File: config.mk
export PLATFORM = sky130hd
export DESIGN_NAME = joystick_deadzone_button_select_core_flat
export DESIGN_NICKNAME = d
export VERILOG_FILES = /design/src/hw/rtl/jdbs_pkg.sv /design/src/hw/rtl/jdbs_if.sv /design/src/hw/rtl/jdbs_cfg_regs.sv /design/src/hw/rtl/jdbs_axis.sv /design/src/hw/rtl/jdbs_button.sv /design/src/hw/rtl/joystick_deadzone_button_select_core.sv /design/src/flat_wrapper.sv
export SDC_FILE = /design/constraint.sdc
export NUM_CORES = 1
export LEC_CHECK = 0
export ABC_AREA = 1
export ABC_CLOCK_PERIOD_IN_PS = 8300
export BUFFER_PORTS_ARGS = -buffer_cell sky130_fd_sc_hd__buf_2
export CORE_MARGIN = 5
export CORE_UTILIZATION = 40
export DETAILED_ROUTE_END_ITERATION = 10
export PLACE_DENSITY = 0.68
export SETUP_SLACK_MARGIN = 0.1
export SYNTH_ARGS = -nofsm -noshare
export SYNTH_HDL_FRONTEND = slang
export SYNTH_SLANG_ARGS = --single-unit
File: constraint.sdc
create_clock -name clk -period 8.3 [get_ports clk]
set_input_delay 0 -clock clk [delete_from_list [all_inputs] [get_ports clk]]
set_output_delay 0 -clock clk [all_outputs]
set_load 0.01 [all_outputs]
File: src/hw/rtl/jdbs_pkg.sv
// Shared types and constants for the joystick dead-zone and button select block.
`default_nettype none
package jdbs_pkg;

	// Field widths
	localparam int SAMPLE_W = 10;
	localparam int TIME_W   = 32;
	localparam int DELAY_W  = 16;
	localparam int DELTA_W  = 5;
	localparam int PADDR_W  = 4;
	localparam int PDATA_W  = 32;

	// Axis shaping
	localparam logic [SAMPLE_W-1:0] DEAD_ZONE   = SAMPLE_W'(4);
	localparam int                  SCALE_SHIFT = 7;
	localparam logic [SAMPLE_W-1:0] POS_LIMIT   = SAMPLE_W'(15);
	localparam logic [SAMPLE_W-1:0] NEG_LIMIT   = SAMPLE_W'(16);

	// Register reset values
	localparam logic [SAMPLE_W-1:0] CENTER_RST = SAMPLE_W'(512);
	localparam logic [DELAY_W-1:0]  DELAY_RST  = DELAY_W'(200);

	// Register indexes (byte address / 4)
	typedef enum logic [1:0] {
		REG_CENTER_H = 2'd0,
		REG_CENTER_V = 2'd1,
		REG_DELAY    = 2'd2
	} reg_idx_t;

	// Configuration seen by the datapath
	typedef struct packed {
		logic [SAMPLE_W-1:0] center_h;
		logic [SAMPLE_W-1:0] center_v;
		logic [DELAY_W-1:0]  sample_delay;
	} cfg_t;

	// Button sampler control from the pipeline
	typedef struct packed {
		logic               take;
		logic               pressed;
		logic [TIME_W-1:0]  now_ms;
	} btn_req_t;

endpackage
`default_nettype wire

File: src/hw/rtl/jdbs_if.sv
// Valid/ready channel interfaces for sample sets and results.
`default_nettype none
interface jdbs_in_if;
	logic        valid;
	logic        ready;
	logic [9:0]  horizontal_sample;
	logic [9:0]  vertical_sample;
	logic        button_pressed;
	logic [31:0] now_ms;

	modport source (output valid, horizontal_sample, vertical_sample, button_pressed, now_ms,
		input ready);
	modport sink (input valid, horizontal_sample, vertical_sample, button_pressed, now_ms,
		output ready);
endinterface

interface jdbs_out_if;
	logic              valid;
	logic              ready;
	logic signed [4:0] delta_horizontal;
	logic signed [4:0] delta_vertical;
	logic              select_event;

	modport source (output valid, delta_horizontal, delta_vertical, select_event,
		input ready);
	modport sink (input valid, delta_horizontal, delta_vertical, select_event,
		output ready);
endinterface
`default_nettype wire

File: src/hw/rtl/jdbs_cfg_regs.sv
// APB-style configuration registers: axis centers and button sample delay.
`default_nettype none
module jdbs_cfg_regs (
	input  wire logic                        clk,
	input  wire logic                        arst_n,
	input  wire logic                        psel,
	input  wire logic                        penable,
	input  wire logic                        pwrite,
	input  wire logic [jdbs_pkg::PADDR_W-1:0] paddr,
	input  wire logic [jdbs_pkg::PDATA_W-1:0] pwdata,
	output logic      [jdbs_pkg::PDATA_W-1:0] prdata,
	output jdbs_pkg::cfg_t                    cfg
);
	import jdbs_pkg::*;

	logic     wr_en;
	reg_idx_t idx;
	cfg_t     cfg_q;

	assign idx   = reg_idx_t'(paddr[3:2]);
	assign wr_en = psel && penable && pwrite;
	assign cfg   = cfg_q;

	// Register writes; unknown indexes are dropped
	always_ff @(posedge clk or negedge arst_n) begin
		if (!arst_n) begin
			cfg_q.center_h     <= CENTER_RST;
			cfg_q.center_v     <= CENTER_RST;
			cfg_q.sample_delay <= DELAY_RST;
		end else if (wr_en) begin
			case (idx)
				REG_CENTER_H: cfg_q.center_h     <= pwdata[SAMPLE_W-1:0];
				REG_CENTER_V: cfg_q.center_v     <= pwdata[SAMPLE_W-1:0];
				REG_DELAY:    cfg_q.sample_delay <= pwdata[DELAY_W-1:0];
				default: ;
			endcase
		end
	end

	// Read mux
	always_comb begin
		case (idx)
			REG_CENTER_H: prdata = PDATA_W'(cfg_q.center_h);
			REG_CENTER_V: prdata = PDATA_W'(cfg_q.center_v);
			REG_DELAY:    prdata = PDATA_W'(cfg_q.sample_delay);
			default:      prdata = '0;
		endcase
	end

`ifndef ASSERT_OFF
	a_delay_hold: assert property (@(posedge clk) disable iff (!arst_n)
		!(wr_en && idx == REG_DELAY) |=> $stable(cfg_q.sample_delay))
		else $error("sample delay changed without a write");
	a_center_h_hold: assert property (@(posedge clk) disable iff (!arst_n)
		!(wr_en && idx == REG_CENTER_H) |=> $stable(cfg_q.center_h))
		else $error("horizontal center changed without a write");
	a_delay_write: assert property (@(posedge clk) disable iff (!arst_n)
		(wr_en && idx == REG_DELAY) |=> cfg_q.sample_delay == $past(pwdata[DELAY_W-1:0]))
		else $error("sample delay write lost");
`endif
endmodule
`default_nettype wire

File: src/hw/rtl/jdbs_axis.sv
// One axis: negated offset from center, dead zone, scale with truncation, saturation.
`default_nettype none
module jdbs_axis (
	input  wire logic        [jdbs_pkg::SAMPLE_W-1:0] sample,
	input  wire logic        [jdbs_pkg::SAMPLE_W-1:0] center,
	output logic signed      [jdbs_pkg::DELTA_W-1:0]  delta
);
	import jdbs_pkg::*;

	logic signed [SAMPLE_W:0] off;
	logic [SAMPLE_W-1:0]      mag;
	logic [SAMPLE_W-1:0]      mag_dz;
	logic [SAMPLE_W-1:0]      q;

	always_comb begin
		// center - sample, one extra bit for sign
		off    = $signed({1'b0, center}) - $signed({1'b0, sample});
		mag    = off[SAMPLE_W] ? SAMPLE_W'(-off) : off[SAMPLE_W-1:0];
		mag_dz = (mag <= DEAD_ZONE) ? '0 : mag;
		q      = mag_dz >> SCALE_SHIFT;
		// restore sign and clamp to the output range
		if (off[SAMPLE_W]) begin
			delta = (q >= NEG_LIMIT) ? DELTA_W'(-NEG_LIMIT) : DELTA_W'(-q);
		end else begin
			delta = (q >= POS_LIMIT) ? DELTA_W'(POS_LIMIT) : DELTA_W'(q);
		end
	end
endmodule
`default_nettype wire

File: src/hw/rtl/jdbs_button.sv
// Rate-limited button sampler and release detector.
`default_nettype none
module jdbs_button (
	input  wire logic                          clk,
	input  wire logic                          arst_n,
	input  wire jdbs_pkg::btn_req_t            req,
	input  wire logic [jdbs_pkg::DELAY_W-1:0]  sample_delay,
	output logic                               select
);
	import jdbs_pkg::*;

	logic [TIME_W-1:0] last_q;
	logic              held_q;
	logic [TIME_W-1:0] last_eff;
	logic [TIME_W-1:0] deadline;
	logic              do_sample;

	always_comb begin
		// time moving backward reloads the last sample time
		last_eff  = (req.now_ms < last_q) ? req.now_ms : last_q;
		deadline  = last_eff + TIME_W'(sample_delay);
		do_sample = (last_eff == '0) || (deadline < req.now_ms);
		select    = do_sample && held_q && !req.pressed;
	end

	always_ff @(posedge clk or negedge arst_n) begin
		if (!arst_n) begin
			last_q <= '0;
			held_q <= 1'b0;
		end else if (req.take) begin
			if (do_sample) begin
				last_q <= req.now_ms;
				held_q <= req.pressed;
			end else begin
				last_q <= last_eff;
			end
		end
	end

`ifndef ASSERT_OFF
	a_select_release: assert property (@(posedge clk) disable iff (!arst_n)
		(req.take && select) |=> !held_q)
		else $error("select without release");
	a_idle_hold: assert property (@(posedge clk) disable iff (!arst_n)
		!req.take |=> $stable(held_q) && $stable(last_q))
		else $error("button state moved without a transaction");
	a_sample_time: assert property (@(posedge clk) disable iff (!arst_n)
		(req.take && do_sample) |=> last_q == $past(req.now_ms))
		else $error("sample time not recorded");
`endif
endmodule
`default_nettype wire

File: src/hw/rtl/joystick_deadzone_button_select_core.sv
// Top level: joystick dead-zone filter with rate-limited button select.
//
//  channel   dir  handshake          payload
//  samples   in   valid/ready        horizontal_sample, vertical_sample, button_pressed, now_ms
//  results   out  valid/ready        delta_horizontal, delta_vertical, select_event
//  apb       in   psel/penable       paddr[3:0], pwdata, prdata; pready tied high
//
// Two register stages: input register (_s1), result register (_s2).
// One transaction per cycle sustained while results are taken; axis math and button compare sit between the stages.
// The 32-bit deadline add and compare in the button sampler sets the critical path.
// A stalled result holds both stages; the input side takes a new transaction while s1 drains.
// Reset clears valids, centers to 512, delay to 200, button state to released.
`default_nettype none
module joystick_deadzone_button_select_core (
	input  wire logic                         clk,
	input  wire logic                         arst_n,
	input  wire logic                         psel,
	input  wire logic                         penable,
	input  wire logic                         pwrite,
	input  wire logic [jdbs_pkg::PADDR_W-1:0] paddr,
	input  wire logic [jdbs_pkg::PDATA_W-1:0] pwdata,
	output logic      [jdbs_pkg::PDATA_W-1:0] prdata,
	output logic                              pready,
	jdbs_in_if.sink                           samples,
	jdbs_out_if.source                        results
);
	import jdbs_pkg::*;

	cfg_t                       cfg;
	btn_req_t                   btn_req;
	logic                       valid_s1;
	logic                       valid_s2;
	logic                       advance;
	logic                       in_take;
	logic [SAMPLE_W-1:0]        h_s1;
	logic [SAMPLE_W-1:0]        v_s1;
	logic                       pressed_s1;
	logic [TIME_W-1:0]          now_s1;
	logic signed [DELTA_W-1:0]  dh;
	logic signed [DELTA_W-1:0]  dv;
	logic                       sel;
	logic signed [DELTA_W-1:0]  dh_s2;
	logic signed [DELTA_W-1:0]  dv_s2;
	logic                       sel_s2;

	assign pready = 1'b1;

	jdbs_cfg_regs u_regs (
		.clk     (clk),
		.arst_n  (arst_n),
		.psel    (psel),
		.penable (penable),
		.pwrite  (pwrite),
		.paddr   (paddr),
		.pwdata  (pwdata),
		.prdata  (prdata),
		.cfg     (cfg)
	);

	// Pipeline flow control
	assign advance       = !valid_s2 || results.ready;
	assign samples.ready = !valid_s1 || advance;
	assign in_take       = samples.valid && samples.ready;

	always_ff @(posedge clk or negedge arst_n) begin
		if (!arst_n) begin
			valid_s1 <= 1'b0;
			valid_s2 <= 1'b0;
		end else begin
			if (in_take) begin
				valid_s1 <= 1'b1;
			end else if (advance) begin
				valid_s1 <= 1'b0;
			end
			if (advance) begin
				valid_s2 <= valid_s1;
			end
		end
	end

	// Input register
	always_ff @(posedge clk) begin
		if (in_take) begin
			h_s1       <= samples.horizontal_sample;
			v_s1       <= samples.vertical_sample;
			pressed_s1 <= samples.button_pressed;
			now_s1     <= samples.now_ms;
		end
	end

	jdbs_axis u_axis_h (.sample(h_s1), .center(cfg.center_h), .delta(dh));
	jdbs_axis u_axis_v (.sample(v_s1), .center(cfg.center_v), .delta(dv));

	assign btn_req.take    = valid_s1 && advance;
	assign btn_req.pressed = pressed_s1;
	assign btn_req.now_ms  = now_s1;

	jdbs_button u_button (
		.clk          (clk),
		.arst_n       (arst_n),
		.req          (btn_req),
		.sample_delay (cfg.sample_delay),
		.select       (sel)
	);

	// Result register
	always_ff @(posedge clk) begin
		if (btn_req.take) begin
			dh_s2  <= dh;
			dv_s2  <= dv;
			sel_s2 <= sel;
		end
	end

	assign results.valid            = valid_s2;
	assign results.delta_horizontal = dh_s2;
	assign results.delta_vertical   = dv_s2;
	assign results.select_event     = sel_s2;

`ifndef ASSERT_OFF
	a_s1_hold: assert property (@(posedge clk) disable iff (!arst_n)
		(valid_s1 && !advance) |=> valid_s1)
		else $error("input stage dropped a stalled transaction");
	a_s1_fill: assert property (@(posedge clk) disable iff (!arst_n)
		in_take |=> valid_s1)
		else $error("accepted transaction not captured");
	a_s2_fill: assert property (@(posedge clk) disable iff (!arst_n)
		btn_req.take |=> valid_s2)
		else $error("processed transaction not in result register");
	a_drain: assert property (@(posedge clk) disable iff (!arst_n)
		(valid_s2 && results.ready && !valid_s1) |=> !valid_s2)
		else $error("result repeated");
`endif
endmodule
`default_nettype wire

File: src/flat_wrapper.sv
// flat-port wrapper written by rule: the top's interface ports become plain ports
module joystick_deadzone_button_select_core_flat import jdbs_pkg::*;
  (clk, arst_n, psel, penable, pwrite, paddr, pwdata, prdata, pready, samples_valid, samples_horizontal_sample, samples_vertical_sample, samples_button_pressed, samples_now_ms, samples_ready, results_valid, results_delta_horizontal, results_delta_vertical, results_select_event, results_ready);
  jdbs_in_if samples_i ();
  jdbs_out_if results_i ();
  input  wire logic clk;
  input  wire logic arst_n;
  input  wire logic psel;
  input  wire logic penable;
  input  wire logic pwrite;
  input  wire logic [jdbs_pkg::PADDR_W-1:0] paddr;
  input  wire logic [jdbs_pkg::PDATA_W-1:0] pwdata;
  output logic      [jdbs_pkg::PDATA_W-1:0] prdata;
  output logic pready;
  input wire logic [$bits(samples_i.valid)-1:0] samples_valid;
  input wire logic [$bits(samples_i.horizontal_sample)-1:0] samples_horizontal_sample;
  input wire logic [$bits(samples_i.vertical_sample)-1:0] samples_vertical_sample;
  input wire logic [$bits(samples_i.button_pressed)-1:0] samples_button_pressed;
  input wire logic [$bits(samples_i.now_ms)-1:0] samples_now_ms;
  output wire logic [$bits(samples_i.ready)-1:0] samples_ready;
  output wire logic [$bits(results_i.valid)-1:0] results_valid;
  output wire logic [$bits(results_i.delta_horizontal)-1:0] results_delta_horizontal;
  output wire logic [$bits(results_i.delta_vertical)-1:0] results_delta_vertical;
  output wire logic [$bits(results_i.select_event)-1:0] results_select_event;
  input wire logic [$bits(results_i.ready)-1:0] results_ready;
  assign samples_i.valid = samples_valid;
  assign samples_i.horizontal_sample = samples_horizontal_sample;
  assign samples_i.vertical_sample = samples_vertical_sample;
  assign samples_i.button_pressed = samples_button_pressed;
  assign samples_i.now_ms = samples_now_ms;
  assign samples_ready = samples_i.ready;
  assign results_valid = results_i.valid;
  assign results_delta_horizontal = results_i.delta_horizontal;
  assign results_delta_vertical = results_i.delta_vertical;
  assign results_select_event = results_i.select_event;
  assign results_i.ready = results_ready;
  joystick_deadzone_button_select_core u_core (.clk(clk), .arst_n(arst_n), .psel(psel), .penable(penable), .pwrite(pwrite), .paddr(paddr), .pwdata(pwdata), .prdata(prdata), .pready(pready), .samples(samples_i), .results(results_i));
endmodule
# ---- Yosys cells after proc, flatten, opt, wreduce, memory -nomap -nowiden
# Index checks and enable logic that the tools add are counted.
dict set report word_totals {
  reg_bits 135
  input_bits 96
  out_inout_bits 46
  word_cells 65
}
dict set report op_classes {
  n_addsub 7
  order_cmp 8
  n_eq_ne 2
  muxes 15
  n_reduce_logical 19
}
# op count
set ops {}
lappend ops {{$lt 32x32->1} 2}
lappend ops {{$mux 32} 2}
lappend ops {{$pmux 16 s3} 1}
lappend ops {{$mux 10} 4}
lappend ops {{$add 32x16->32} 1}
lappend ops {{$logic_not 32->1} 1}
lappend ops {{$sub 10x10->11} 2}
lappend ops {{$le 10x3->1 const B} 2}
lappend ops {{$mux 5} 4}
lappend ops {{$neg 10->10} 2}
lappend ops {{$ge 3x5->1 const B} 2}
lappend ops {{$neg 3->5} 2}
lappend ops {{$ge 3x4->1 const B} 2}
lappend ops {{$mux 4} 2}
lappend ops {{$reduce_and 2->1} 4}
lappend ops {{$logic_and 1x1->1} 6}
lappend ops {{$logic_not 1->1} 3}
lappend ops {{$logic_or 1x1->1} 3}
lappend ops {{$eq 2x1->1 const B} 1}
lappend ops {{$eq 2x2->1 const B} 1}
lappend ops {{$logic_not 2->1} 1}
lappend ops {{$mux 1} 2}
lappend ops {{$reduce_bool 2->1} 1}

# ---- Logic depth before layout (Yosys ltp)
# Gate-level depths: netlist of the first run.
dict set report logic_depth {
  depth_word 8
  ltp_mapped 47
  depth_no_buf 45
}

# ---- Hierarchy
# From an unflattened synthesis of the first run, not the netlist that was laid out.
dict set report hier_totals {
  hier_cells 1410
  hier_area_um2 10342.4
}
# mod instances cells_per_inst area_each_um2 seq_area_each_um2
set by_module_without_submodules {}
lappend by_module_without_submodules {jdbs_button 1 784 4867.2 825.8}
lappend by_module_without_submodules {joystick_deadzone_button_select_core 1 78 2028.2 1971.9}
lappend by_module_without_submodules {jdbs_cfg_regs 1 236 1789.2 907.1}
lappend by_module_without_submodules {{jdbs_axis at u_core.u_axis_v} 1 164 847.1 0.0}
lappend by_module_without_submodules {{jdbs_axis at u_core.u_axis_h} 1 148 810.8 0.0}

# ---- Worst setup path after synthesis of the first run
# OpenSTA, ideal clock, no wires.
dict set report synth_path {
  path_type {register to register}
  start {reg u_core.u_button.last_q[17]}
  end {reg u_core.u_button.last_q[26]}
  setup_ns 0.121
  t_arrival_ns 5.476
  required_time_ns 8.179
  slack_ns 2.702
  stages_incl_launch_ff 36
  path_buffers 3
  period_less_slack_ns 5.598
  cell_sequence {dfrtp_1 > inv_1 > ha_1 > a21oi_1 > o21ai_1 > nand2_1 > nand3_1 > a21oi_4 > buf_6 > buf_6 > nand3_1 > nand2_1 > inv_1 > ha_1 > fa_1 > nand3_1 > nand2_1 > a21oi_1 > o21ai_0 > a21boi_1 > o21ai_0 > a21boi_1 > nor2_2 > nand3_2 > nor2_1 > xor2_1 > ha_1 > nand4_1 > or3_1 > nor4b_1 > nand2_1 > nand2_1 > clkbuf_1 > nand3_1 > nand3_1 > nand2_1}
}
dict set report synth_between {
  elab_chain_len 6
  word_cells_on_any_way 7
  classes_between {1 x add/sub; 2 x order compare; 2 x mux; 2 x reduce/logical}
}
# element line_no
set synth_lines {}
lappend synth_lines {{start, declared} jdbs_button.sv:12} ;# logic [TIME_W-1:0] last_q;
lappend synth_lines {{start signal, assigned} jdbs_button.sv:32} ;# last_q <= req.now_ms;
lappend synth_lines {{start signal, assigned} jdbs_button.sv:35} ;# last_q <= last_eff;
lappend synth_lines {{$lt 32x32->1} jdbs_button.sv:20} ;# last_eff = (req.now_ms < last_q) ? req.now_ms : last_q;
lappend synth_lines {{$mux 32 *} jdbs_button.sv:20}
lappend synth_lines {{$add 32x16->32} jdbs_button.sv:21} ;# deadline = last_eff + TIME_W'(sample_delay);
lappend synth_lines {{$lt 32x32->1} jdbs_button.sv:22} ;# do_sample = (last_eff == '0) || (deadline < req.now_ms);
lappend synth_lines {{$logic_or 1x1->1} jdbs_button.sv:22}
lappend synth_lines {{$mux 32 *} jdbs_button.sv:31} ;# if (do_sample) begin
# Every way passes the cells marked *; elsewhere a longest branch is shown, timed or not.
# A chain may end at the register's enable or synchronous reset.

# ---- Worst setup path after layout of the first run
dict set report layout_path {
  start {reg u_core.now_s1[5]}
  end {reg u_core.u_button.last_q[25]}
}
dict set report layout_between {
  elab_chain_len 6
  word_cells_on_any_way 7
  classes_between {1 x add/sub; 2 x order compare; 2 x mux; 2 x reduce/logical}
}
# element line_no
set layout_lines {}
lappend layout_lines {{start, declared} joystick_deadzone_button_select_core.sv:38} ;# logic [TIME_W-1:0] now_s1;
lappend layout_lines {{start signal, assigned} joystick_deadzone_button_select_core.sv:87} ;# now_s1 <= samples.now_ms;
lappend layout_lines {{$lt 32x32->1} jdbs_button.sv:20}
lappend layout_lines {{$mux 32} jdbs_button.sv:20}
lappend layout_lines {{$add 32x16->32} jdbs_button.sv:21}
lappend layout_lines {{$lt 32x32->1} jdbs_button.sv:22}
lappend layout_lines {{$logic_or 1x1->1} jdbs_button.sv:22}
lappend layout_lines {{$mux 32 *} jdbs_button.sv:31}
# Marks and branches as above.

==> qor.json, run 1 <==
{
  "logic_synthesis": {
    "ys_top_cells_by_count": "nand2_1, inv_1, nand3_1, ha_1, dfrtp_1",
    "synth.most_common_cell": "nand2_1",
    "synth_edf_count": 64,
    "number_of_synthesis_warnings": 0,
    "synth_cell_types": 47,
    "synth.area.top_cells": "edfxtp_1, dfrtp_1, nand2_1",
    "post_synth_inst_count": 1239,
    "ys_dominant_reg_cell": "dfrtp_1",
    "ys_seq_area_share_pct": 37.9,
    "postSynth.asyncResetShare_pct": 52.6,
    "synthesized_flop_and_latch_total": 135,
    "post-synth-top-area-fraction_pct": 19.7,
    "post-synth-top-area-cell": "edfxtp_1",
    "synth_area_per_cell_um2": 7.88,
    "synthesis.area_um2": 9760
  },
  "die": {
    "std_cell_rows": 57,
    "die_w_um": 166,
    "design.portCount": 142,
    "design.core.area_um2": 24200,
    "initial_utilization_pct": 40.4,
    "die_height_um": 166,
    "fp.dieArea_um2": 27600
  },
  "setup_path": {
    "worst-endpoint-arrival_ps": 7250,
    "critical_path.max_fanout": 18,
    "ff2ff_setup_slack_ps": 1360,
    "worst_path_most_repeated_cell": "nand2_1",
    "critical_path_top_delay_cell": "nand2_1",
    "worstSetupPathType": "flip-flop to flip-flop",
    "critPathBufInv": 3,
    "crit_path_end_kind": "flip-flop",
    "cp_top_family": "simple AND/OR/NAND/NOR gates",
    "startpoint_type_of_the_worst_setup_path": "flip-flop",
    "cpPeakStageDelay_ps": 500,
    "worst_ep_required_time_ps": 8610
  },
  "cts": {
    "tritoncts_clock_tree": "built",
    "clk_pin_slew_worst_paths_ps": 70,
    "clockBufferDepth": 2,
    "clk-insertion-delay-late_ps": 430,
    "post-cts-setup-buffers": 0,
    "cts_num_sinks": 135,
    "htree_depth": 4,
    "cts_inserted_buffers": 17,
    "clock-root-buffer": "clkbuf_16"
  },
  "sta": {
    "timing_hold_violations_final": 0,
    "worst_slew_margin_rel_pct": 34.3,
    "tns_ps": 0,
    "max_freq_mhz": 144,
    "tightestPinTransition_ps": 986,
    "timing.final.crit_share_pct": 83.6,
    "timing.final.max_slew_violations": 0,
    "final.setup_skew_ps": 13.1,
    "period_needed_ps": 6940,
    "grt_setup_unrepaired": "false",
    "postLayoutSetupSlackWorst_ps": 1360,
    "setup_viol": 0
  },
  "power": {
    "power.density_cell_area_nw_per_um2": 349,
    "power.ir.vdd_worst_v": 0.000151,
    "p_leak_nw": 6.06
  },
  "route": {
    "drt-vias-per-instance": 4.89,
    "wire_per_inst_um": 14.0,
    "drtPass1Iterations": 5,
    "vias": 8553,
    "drt_first_iter_violations": 629,
    "totalWireLength_mm": 24.5,
    "ant_nets": 0,
    "drc": 0
  },
  "cells_and_area": {
    "area_growth_syn_to_layout_pct": 20.4,
    "num_antenna_cells": 0,
    "layout-drive-gt1-share_pct": 12.1,
    "finalNetCount": 1614
  },
  "placement": {
    "place_ws_ps": 1390,
    "placement.io_buffers": 106,
    "detailed_place_hpwl_mm": 17.1,
    "finalWeightedCongestion": 0.876
  },
  "hold_path": {
    "min_delay_worst_type": "input pin to flip-flop"
  },
  "global_routing": {
    "grt_pass1_vias": 8023,
    "pin_count_of_the_biggest_net_entering_global_routing": 72,
    "grt.total_usage_pct": 17.4,
    "antenna_found_initial": 0,
    "global_route.overflow_total": 0,
    "grt_first_pass_wirelength_mm": 39.6
  },
  "outcome": {
    "outcome": "finished, final reports clean"
  },
  "flow_run": {
    "timing.max_cap.violations": 0
  }
}
## logic make-up after synthesis
group                      after synthesis  synth area share [%]
adders and majority gates              107                  13.9
AOI/OAI and AO/OA                      142                  7.87
and+or+nand+nor                        577                  25.4
DFF                                    135                  37.9
xor gates and xnor gates                46                  4.13
other                                    2                0.0769
buffers and inverters                  230                  10.6
## layout make-up
class / instances / area [µm²]
fill: 2319 / 12400
multi-input combinational: 889 / 5080
sequential: 135 / 3700
timing repair buffer: 188 / 1330
inverter: 180 / 676
clock buffer: 17 / 425
tap: 324 / 405
clock inverter: 15 / 130
## final timing paths
| path | cells after the start | end | startpoint |
|---|---|---|---|
| worst max-delay path | 34 | u_core.u_button.last_q[25] | u_core.now_s1[5] |
| worst min-delay path | 2 | u_core.h_s1[1] | samples_horizontal_sample[1] |
| worst max register to register | 34 | u_core.u_button.last_q[25] | u_core.now_s1[5] |
| worst min register to register | 2 | u_core.u_button.held_q | u_core.u_button.held_q |
| max in group asynchronous | 3 | u_core.u_regs.cfg[11] | arst_n |
| min in group asynchronous | 3 | u_core.u_button.last_q[24] | arst_n |
## sequential cells by signal, indices dropped and copies added, names as in the netlist, 5 cells and up
register / cells
u_core.u_regs.cfg: 36
u_core.now_s1: 32
u_core.u_button.last_q: 32
u_core.h_s1: 10
u_core.v_s1: 10
u_core.results.delta_horizontal: 5
u_core.results.delta_vertical: 5
## cells in the final DEF (no fill, tap or decap), drive strengths merged, types with 58 or more instances in the layout
cell type	n
nand2	357
inv	189
nand3	129
buf	114
ha	104
dlygate4sd3	74
dfrtp	66
a21oi	66
edfxtp	64
nor2	61
o21ai	58
## where the power goes
| group | internal [mW] | total, mW | switching (mW) |
|---|---|---|---|
| registers | 0.887 | 0.988 | 0.100 |
| clock network | 0.395 | 0.728 | 0.333 |
| logic | 0.905 | 2.39 | 1.48 |
## stage by stage
stage | std cells | cell area [µm²] | power [mW] | hold slack [ps] | utilization [%]
after floorplan | 1254 | 9820 | 2.86 | -296 | -
after global placement | 1642 | 10500 | 3.27 | 177 | 43.2
after detailed placement | 1642 | 10500 | 3.33 | 178 | 43.2
after CTS | 1748 | 11800 | 4.12 | 250 | 48.6
after global routing | 1748 | 11800 | 4.53 | 267 | 48.6
final | 1748 | 11800 | 4.10 | 273 | 48.6
## metal layers
| layer | global-route usage [%] | vias to the layer above | wire length [µm] |
|---|---|---|---|
| met5 | 0 | - | 0 |
| met3 | 3.07 | 18 | 1290 |
| li1 | - | 4364 | - |
| met4 | 4.34 | 0 | 272 |
| met1 | 23.9 | 3936 | 11600 |
| met2 | 28.8 | 235 | 11300 |
## what timing repair did
item / in CTS / in global routing
endpoints found under the hold margin: 157 / 0
hold buffers: 74 / 0
resized for setup: 0 / 0
No activity file was read; power rests on OpenSTA's default activity.
==> run 2, diff against run 1 <==
--- a/config.mk
+++ b/config.mk
@@ -6,7 +6,7 @@
 export NUM_CORES = 1
 export LEC_CHECK = 0
 export ABC_AREA = 1
-export ABC_CLOCK_PERIOD_IN_PS = 8300
+export ABC_CLOCK_PERIOD_IN_PS = 6940
 export BUFFER_PORTS_ARGS = -buffer_cell sky130_fd_sc_hd__buf_2
 export CORE_MARGIN = 5
 export CORE_UTILIZATION = 40
==> constraint.sdc (replaced) <==
create_clock -name clk -period 6.94 [get_ports clk]
set_input_delay 0 -clock clk [delete_from_list [all_inputs] [get_ports clk]]
set_output_delay 0 -clock clk [all_outputs]
set_load 0.01 [all_outputs]
==> run 2 against run 1 <==
  * Global-route usage is 0.32 points higher
  * Maximum frequency is 10% higher
  * Non-clock buffer count is 5 higher
  * Critical path depth is 1 higher
  * Register-to-register slack worse by 710 ps
  * Sequential power is 19% higher
==> qor.json, run 2 (synthesized netlist as in run 1, its figures left out) <==
{
  "outcome": {
    "outcome": "finished, final reports clean"
  },
  "die": {
    "fp.dieArea_um2": 27600,
    "initial_utilization_pct": 40.4,
    "die_height_um": 166,
    "std_cell_rows": 57,
    "design.core.area_um2": 24200,
    "die_w_um": 166,
    "design.portCount": 142
  },
  "setup_path": {
    "startpoint_type_of_the_worst_setup_path": "flip-flop",
    "critical_path.max_fanout": 24,
    "critical_path_top_delay_cell": "edfxtp_1",
    "crit_path_end_kind": "flip-flop",
    "worst_path_most_repeated_cell": "nand2_1",
    "worstSetupPathType": "flip-flop to flip-flop",
    "worst-endpoint-arrival_ps": 6610,
    "worst_ep_required_time_ps": 7260,
    "cpPeakStageDelay_ps": 480
  },
  "global_routing": {
    "grt.total_usage_pct": 17.7,
    "antenna_found_initial": 0,
    "global_route.overflow_total": 0,
    "grt_pass1_vias": 8149,
    "grt_first_pass_wirelength_mm": 40.4,
    "pin_count_of_the_biggest_net_entering_global_routing": 59
  },
  "route": {
    "drt-vias-per-instance": 4.90,
    "totalWireLength_mm": 24.7,
    "drtPass1Iterations": 5,
    "vias": 8585,
    "drc": 0,
    "wire_per_inst_um": 14.1,
    "ant_nets": 0,
    "drt_first_iter_violations": 562
  },
  "sta": {
    "tns_ps": 0,
    "setup_viol": 0,
    "period_needed_ps": 6290,
    "worst_slew_margin_rel_pct": 38.1,
    "timing.final.max_slew_violations": 0,
    "timing_hold_violations_final": 0,
    "max_freq_mhz": 159,
    "timing.final.crit_share_pct": 90.6,
    "final.setup_skew_ps": 14.4,
    "grt_setup_unrepaired": "false",
    "tightestPinTransition_ps": 926
  },
  "hold_path": {
    "min_delay_worst_type": "input pin to asynchronous set/reset pin"
  },
  "cts": {
    "tritoncts_clock_tree": "built",
    "cts_num_sinks": 135,
    "htree_depth": 4,
    "clock-root-buffer": "clkbuf_16",
    "clk-insertion-delay-late_ps": 440,
    "clk_pin_slew_worst_paths_ps": 70,
    "clockBufferDepth": 2,
    "cts_inserted_buffers": 17
  },
  "cells_and_area": {
    "layout.core_utilization_pct": 49.1,
    "seq_area_um2": 3700,
    "leading_cell_types_in_the_layout_fill_and_taps_excluded": "nand2_1, inv_1, nand3_1",
    "n_fill_cell": 2265,
    "layout-drive-gt1-share_pct": 12.5,
    "area_of_combinational_cells_with_multiple_inputs_um2": 5090,
    "finalNetCount": 1619,
    "num_antenna_cells": 0,
    "area_growth_syn_to_layout_pct": 21.7,
    "instances_no_fill": 1753,
    "layout.cells.most_common": "nand2_1",
    "number_of_flip_flops_under_the_largest_register_name": 36
  },
  "placement": {
    "placement.io_buffers": 106,
    "finalWeightedCongestion": 0.859,
    "dpl.cell_count": 1647,
    "detailed_place_hpwl_mm": 17.2
  },
  "power": {
    "power.density_cell_area_nw_per_um2": 427,
    "p_leak_nw": 6.12,
    "power.ir.vdd_worst_v": 0.000229
  },
  "flow_run": {
    "timing.max_cap.violations": 0
  }
}
run 2: changes by cell type in the layout (fill, tap and decap cells not counted), sizes merged:
cell and change:
clkinv -2, bufinv +2, buf +5
run 2: area by class of cell:
cell class | count | share of cell area (%)
clock buffers | 17 | 3.58
clock inverters | 15 | 1.65
inverters | 180 | 5.69
multi-input cells | 889 | 42.8
flip-flops and latches | 135 | 31.2
well taps | 324 | 3.41
repair buffers | 193 | 11.7
run 2: worst paths after layout:
kind	startpoint	endpoint	slack [ps]	cells past startpoint
min in group clk	samples_horizontal_sample[1]	u_core.h_s1[1]	260	2
max in group asynchronous	arst_n	u_core.u_regs.cfg[10]	5790	3
hold / removal	arst_n	u_core.u_button.last_q[19]	30	2
setup / recovery	u_core.now_s1[5]	u_core.u_button.last_q[13]	650	35
setup reg to reg	u_core.now_s1[5]	u_core.u_button.last_q[13]	650	35
hold reg to reg	u_core.u_button.last_q[24]	u_core.u_button.last_q[24]	480	2
run 2: worst max-delay path, delay by kind of cell, from the launching register on:
kind / cells / cell delay [ps]
simple gates: 20 / 2780
fa+ha+maj: 3 / 1000
compound gates: 6 / 970
buf+inv: 5 / 870
flops: 1 / 480
xor+xnor: 1 / 80
run 2: power breakdown:
group	internal (mW)	switching [mW]
sequential	1.06	0.122
clock	0.553	0.417
combinational	1.14	1.78
run 2: layer usage:
metal  global-route usage [%]  vias up  share of wire, %
li1                         -     4360                 -
met1                     24.5     3928                47
met2                     28.5      260                46
met3                     3.31       37               5.7
met4                     5.34        0               1.7
met5                        0        -                 0
run 2: timing repair:
item / CTS / global route
resized for setup: 0 / 4
setup buffers: 0 / 0
setup endpoints to repair: 0 / 34
endpoints found under the hold margin: 104 / 0
hold buffers: 74 / 0
run 2: metrics by stage:
| step | total power [mW] | instance area [µm²] | setup WS, ps | hold slack, ps |
|---|---|---|---|---|
| 2_1_floorplan | 3.42 | 9820 | 1340 | -296 |
| 3_3_place_gp | 3.97 | 10500 | 545 | -40.0 |
| 3_5_place_dp | 4.04 | 10500 | 458 | -42.9 |
| 4_1_cts | 5.07 | 11900 | 363 | 41.0 |
| 5_1_grt | 5.57 | 11900 | 113 | 71.3 |
| 6_report | 5.07 | 11900 | 652 | 32.1 |
==> run 3, diff against run 2 <==
--- a/config.mk
+++ b/config.mk
@@ -8,6 +8,7 @@
 export ABC_AREA = 1
 export ABC_CLOCK_PERIOD_IN_PS = 6940
 export BUFFER_PORTS_ARGS = -buffer_cell sky130_fd_sc_hd__buf_2
+export CORE_ASPECT_RATIO = 1.75
 export CORE_MARGIN = 5
 export CORE_UTILIZATION = 40
 export DETAILED_ROUTE_END_ITERATION = 10
==> run 3 against run 2 <==
  * Combinational power up 2%
  * Clock skew down 4.8 ps
  * Register-to-register slack worse by 40 ps
  * Critical endpoint is now u_core.results.select_event
  * Largest power group unchanged
==> qor.json, run 3 (synthesized netlist as in run 1, its figures left out) <==
{
  "setup_path": {
    "critical_path.reg2reg.startpoint": "u_core.u_button.last_q[19]",
    "crit_path_end_kind": "flip-flop",
    "worst_r2r_endpoint": "u_core.results.select_event",
    "worst_path_most_repeated_cell": "nand2_1",
    "critical_path.max_fanout": 35,
    "ff2ff_setup_slack_ps": 610,
    "worst-endpoint-arrival_ps": 6520,
    "worstSetupPathType": "flip-flop to flip-flop",
    "startpoint_type_of_the_worst_setup_path": "flip-flop",
    "cpPeakStageDelay_ps": 390,
    "critical_path_top_delay_cell": "or3_1",
    "reg2reg_depth": 40,
    "worst_ep_required_time_ps": 7130
  },
  "sta": {
    "worst_slew_margin_rel_pct": 31.4,
    "postLayoutSetupSlackWorst_ps": 614,
    "final.setup_skew_ps": 9.60,
    "grt_setup_unrepaired": "false",
    "timing_hold_violations_final": 0,
    "period_needed_ps": 6330,
    "timing.final.max_slew_violations": 0,
    "tightestPinTransition_ps": 1020,
    "tns_ps": 0,
    "setup_viol": 0,
    "timing.final.crit_share_pct": 91.2,
    "max_freq_mhz": 158
  },
  "die": {
    "initial_utilization_pct": 40.6,
    "std_cell_rows": 75,
    "die_height_um": 217,
    "design.portCount": 142,
    "fp.dieArea_um2": 27800,
    "die_w_um": 128,
    "design.core.area_um2": 24000
  },
  "route": {
    "totalWireLength_mm": 25.4,
    "wire_per_inst_um": 14.5,
    "ant_nets": 0,
    "drc": 0,
    "vias": 8583,
    "drt-vias-per-instance": 4.90,
    "drt_first_iter_violations": 264,
    "drtPass1Iterations": 4
  },
  "cts": {
    "cts_resized": 0,
    "cts_num_sinks": 135,
    "htree_depth": 4,
    "tritoncts_clock_tree": "built",
    "clock-root-buffer": "clkbuf_16",
    "clk_pin_slew_worst_paths_ps": 60,
    "clockBufferDepth": 2,
    "clk-insertion-delay-late_ps": 440,
    "cts_inserted_buffers": 17
  },
  "global_routing": {
    "grt.total_usage_pct": 18.9,
    "pin_count_of_the_biggest_net_entering_global_routing": 72,
    "grt_pass1_vias": 8904,
    "global_route.overflow_total": 0,
    "grt_first_pass_wirelength_mm": 41.6,
    "antenna_found_initial": 0
  },
  "cells_and_area": {
    "n_fill_cell": 2352,
    "layout-drive-gt1-share_pct": 13.2,
    "area_growth_syn_to_layout_pct": 21.4,
    "leading_cell_types_in_the_layout_fill_and_taps_excluded": "nand2_1, inv_1, nand3_1",
    "layout.cells.most_common": "nand2_1",
    "finalNetCount": 1634,
    "layout.core_utilization_pct": 49.3,
    "num_antenna_cells": 0,
    "number_of_flip_flops_under_the_largest_register_name": 36
  },
  "hold_path": {
    "hold_path_end": "u_core.v_s1[9]",
    "hold_path_depth": 2,
    "hold_path_startpoint": "samples_vertical_sample[9]",
    "min_delay_worst_type": "input pin to flip-flop"
  },
  "placement": {
    "place_ws_ps": 571,
    "detailed_place_hpwl_mm": 19.3,
    "placement.io_buffers": 106,
    "finalWeightedCongestion": 0.899
  },
  "outcome": {
    "outcome": "finished, final reports clean"
  },
  "power": {
    "p_leak_nw": 6.13,
    "power.ir.vdd_worst_v": 0.000234,
    "power.density_cell_area_nw_per_um2": 418
  },
  "flow_run": {
    "timing.max_cap.violations": 0
  }
}
run 3: changes by cell type in the layout (fill, tap and decap cells not counted), sizes merged:
cell / before / now
buf: 119 / 134
clkinv: 4 / 16
inv: 189 / 178
bufinv: 2 / 0
clkinvlp: 0 / 1
run 3: metal layers:
layer	vias to the layer above	share of wire (%)	global-route usage, %
met5	-	0	0
met4	0	4.7	11.5
met3	67	4.0	3.18
met2	206	56	37.0
met1	3920	36	17.6
li1	4390	-	-
run 3: worst max path at each step:
stage,startpoint,end,slack (ps)
final,u_core.u_button.last_q[19],u_core.results.select_event,610
after global routing,u_core.u_button.last_q[19],u_core.u_button.last_q[4],140
after CTS,u_core.now_s1[19],u_core.u_button.last_q[3],540
after detailed placement,u_core.now_s1[19],u_core.u_button.last_q[3],570
after global placement,u_core.now_s1[31],u_core.results.select_event,700
after floorplan,u_core.u_button.last_q[17],u_core.u_button.last_q[26],1340
run 3: power by group:
| group | switching [mW] | internal, mW |
|---|---|---|
| registers | 0.120 | 1.06 |
| clock network | 0.352 | 0.448 |
| logic | 1.79 | 1.19 |
run 3: metrics by stage:
step / std cells / cell area, µm² / hold WS (ps) / power, mW
floorplan: 1254 / 9820 / -296 / 3.42
global route: 1752 / 11900 / 252 / 5.49
finish: 1752 / 11900 / 266 / 4.96
CTS: 1749 / 11800 / 243 / 5.00
global placement: 1643 / 10600 / 177 / 4.06
detailed placement: 1643 / 10600 / 178 / 4.14
run 3: critical path: cells and delay by family (launching register included):
family / cells / cell delay [ps]
fa+ha+maj: 3 / 920
simple gates: 29 / 3470
xor+xnor: 1 / 160
buf+inv: 4 / 550
flops: 1 / 340
compound gates: 3 / 630
run 3: final cells by class:
| cell class | count | area (µm²) | area share [%] |
|---|---|---|---|
| Multi-Input combinational cell | 889 | 5080 | 42.9 |
| Clock buffer | 17 | 425 | 3.59 |
| Clock inverter | 15 | 88.8 | 0.749 |
| Timing Repair Buffer | 208 | 1490 | 12.6 |
| Inverter | 180 | 676 | 5.70 |
| Sequential cell | 135 | 3700 | 31.3 |
| Tap cell | 308 | 385 | 3.25 |
run 3: repair_timing:
item | 4_1_cts | 5_1_grt
setup endpoints to repair | 0 | 5
setup buffers | 0 | 3
endpoints found under the hold margin | 157 | 0
hold buffers | 74 | 0
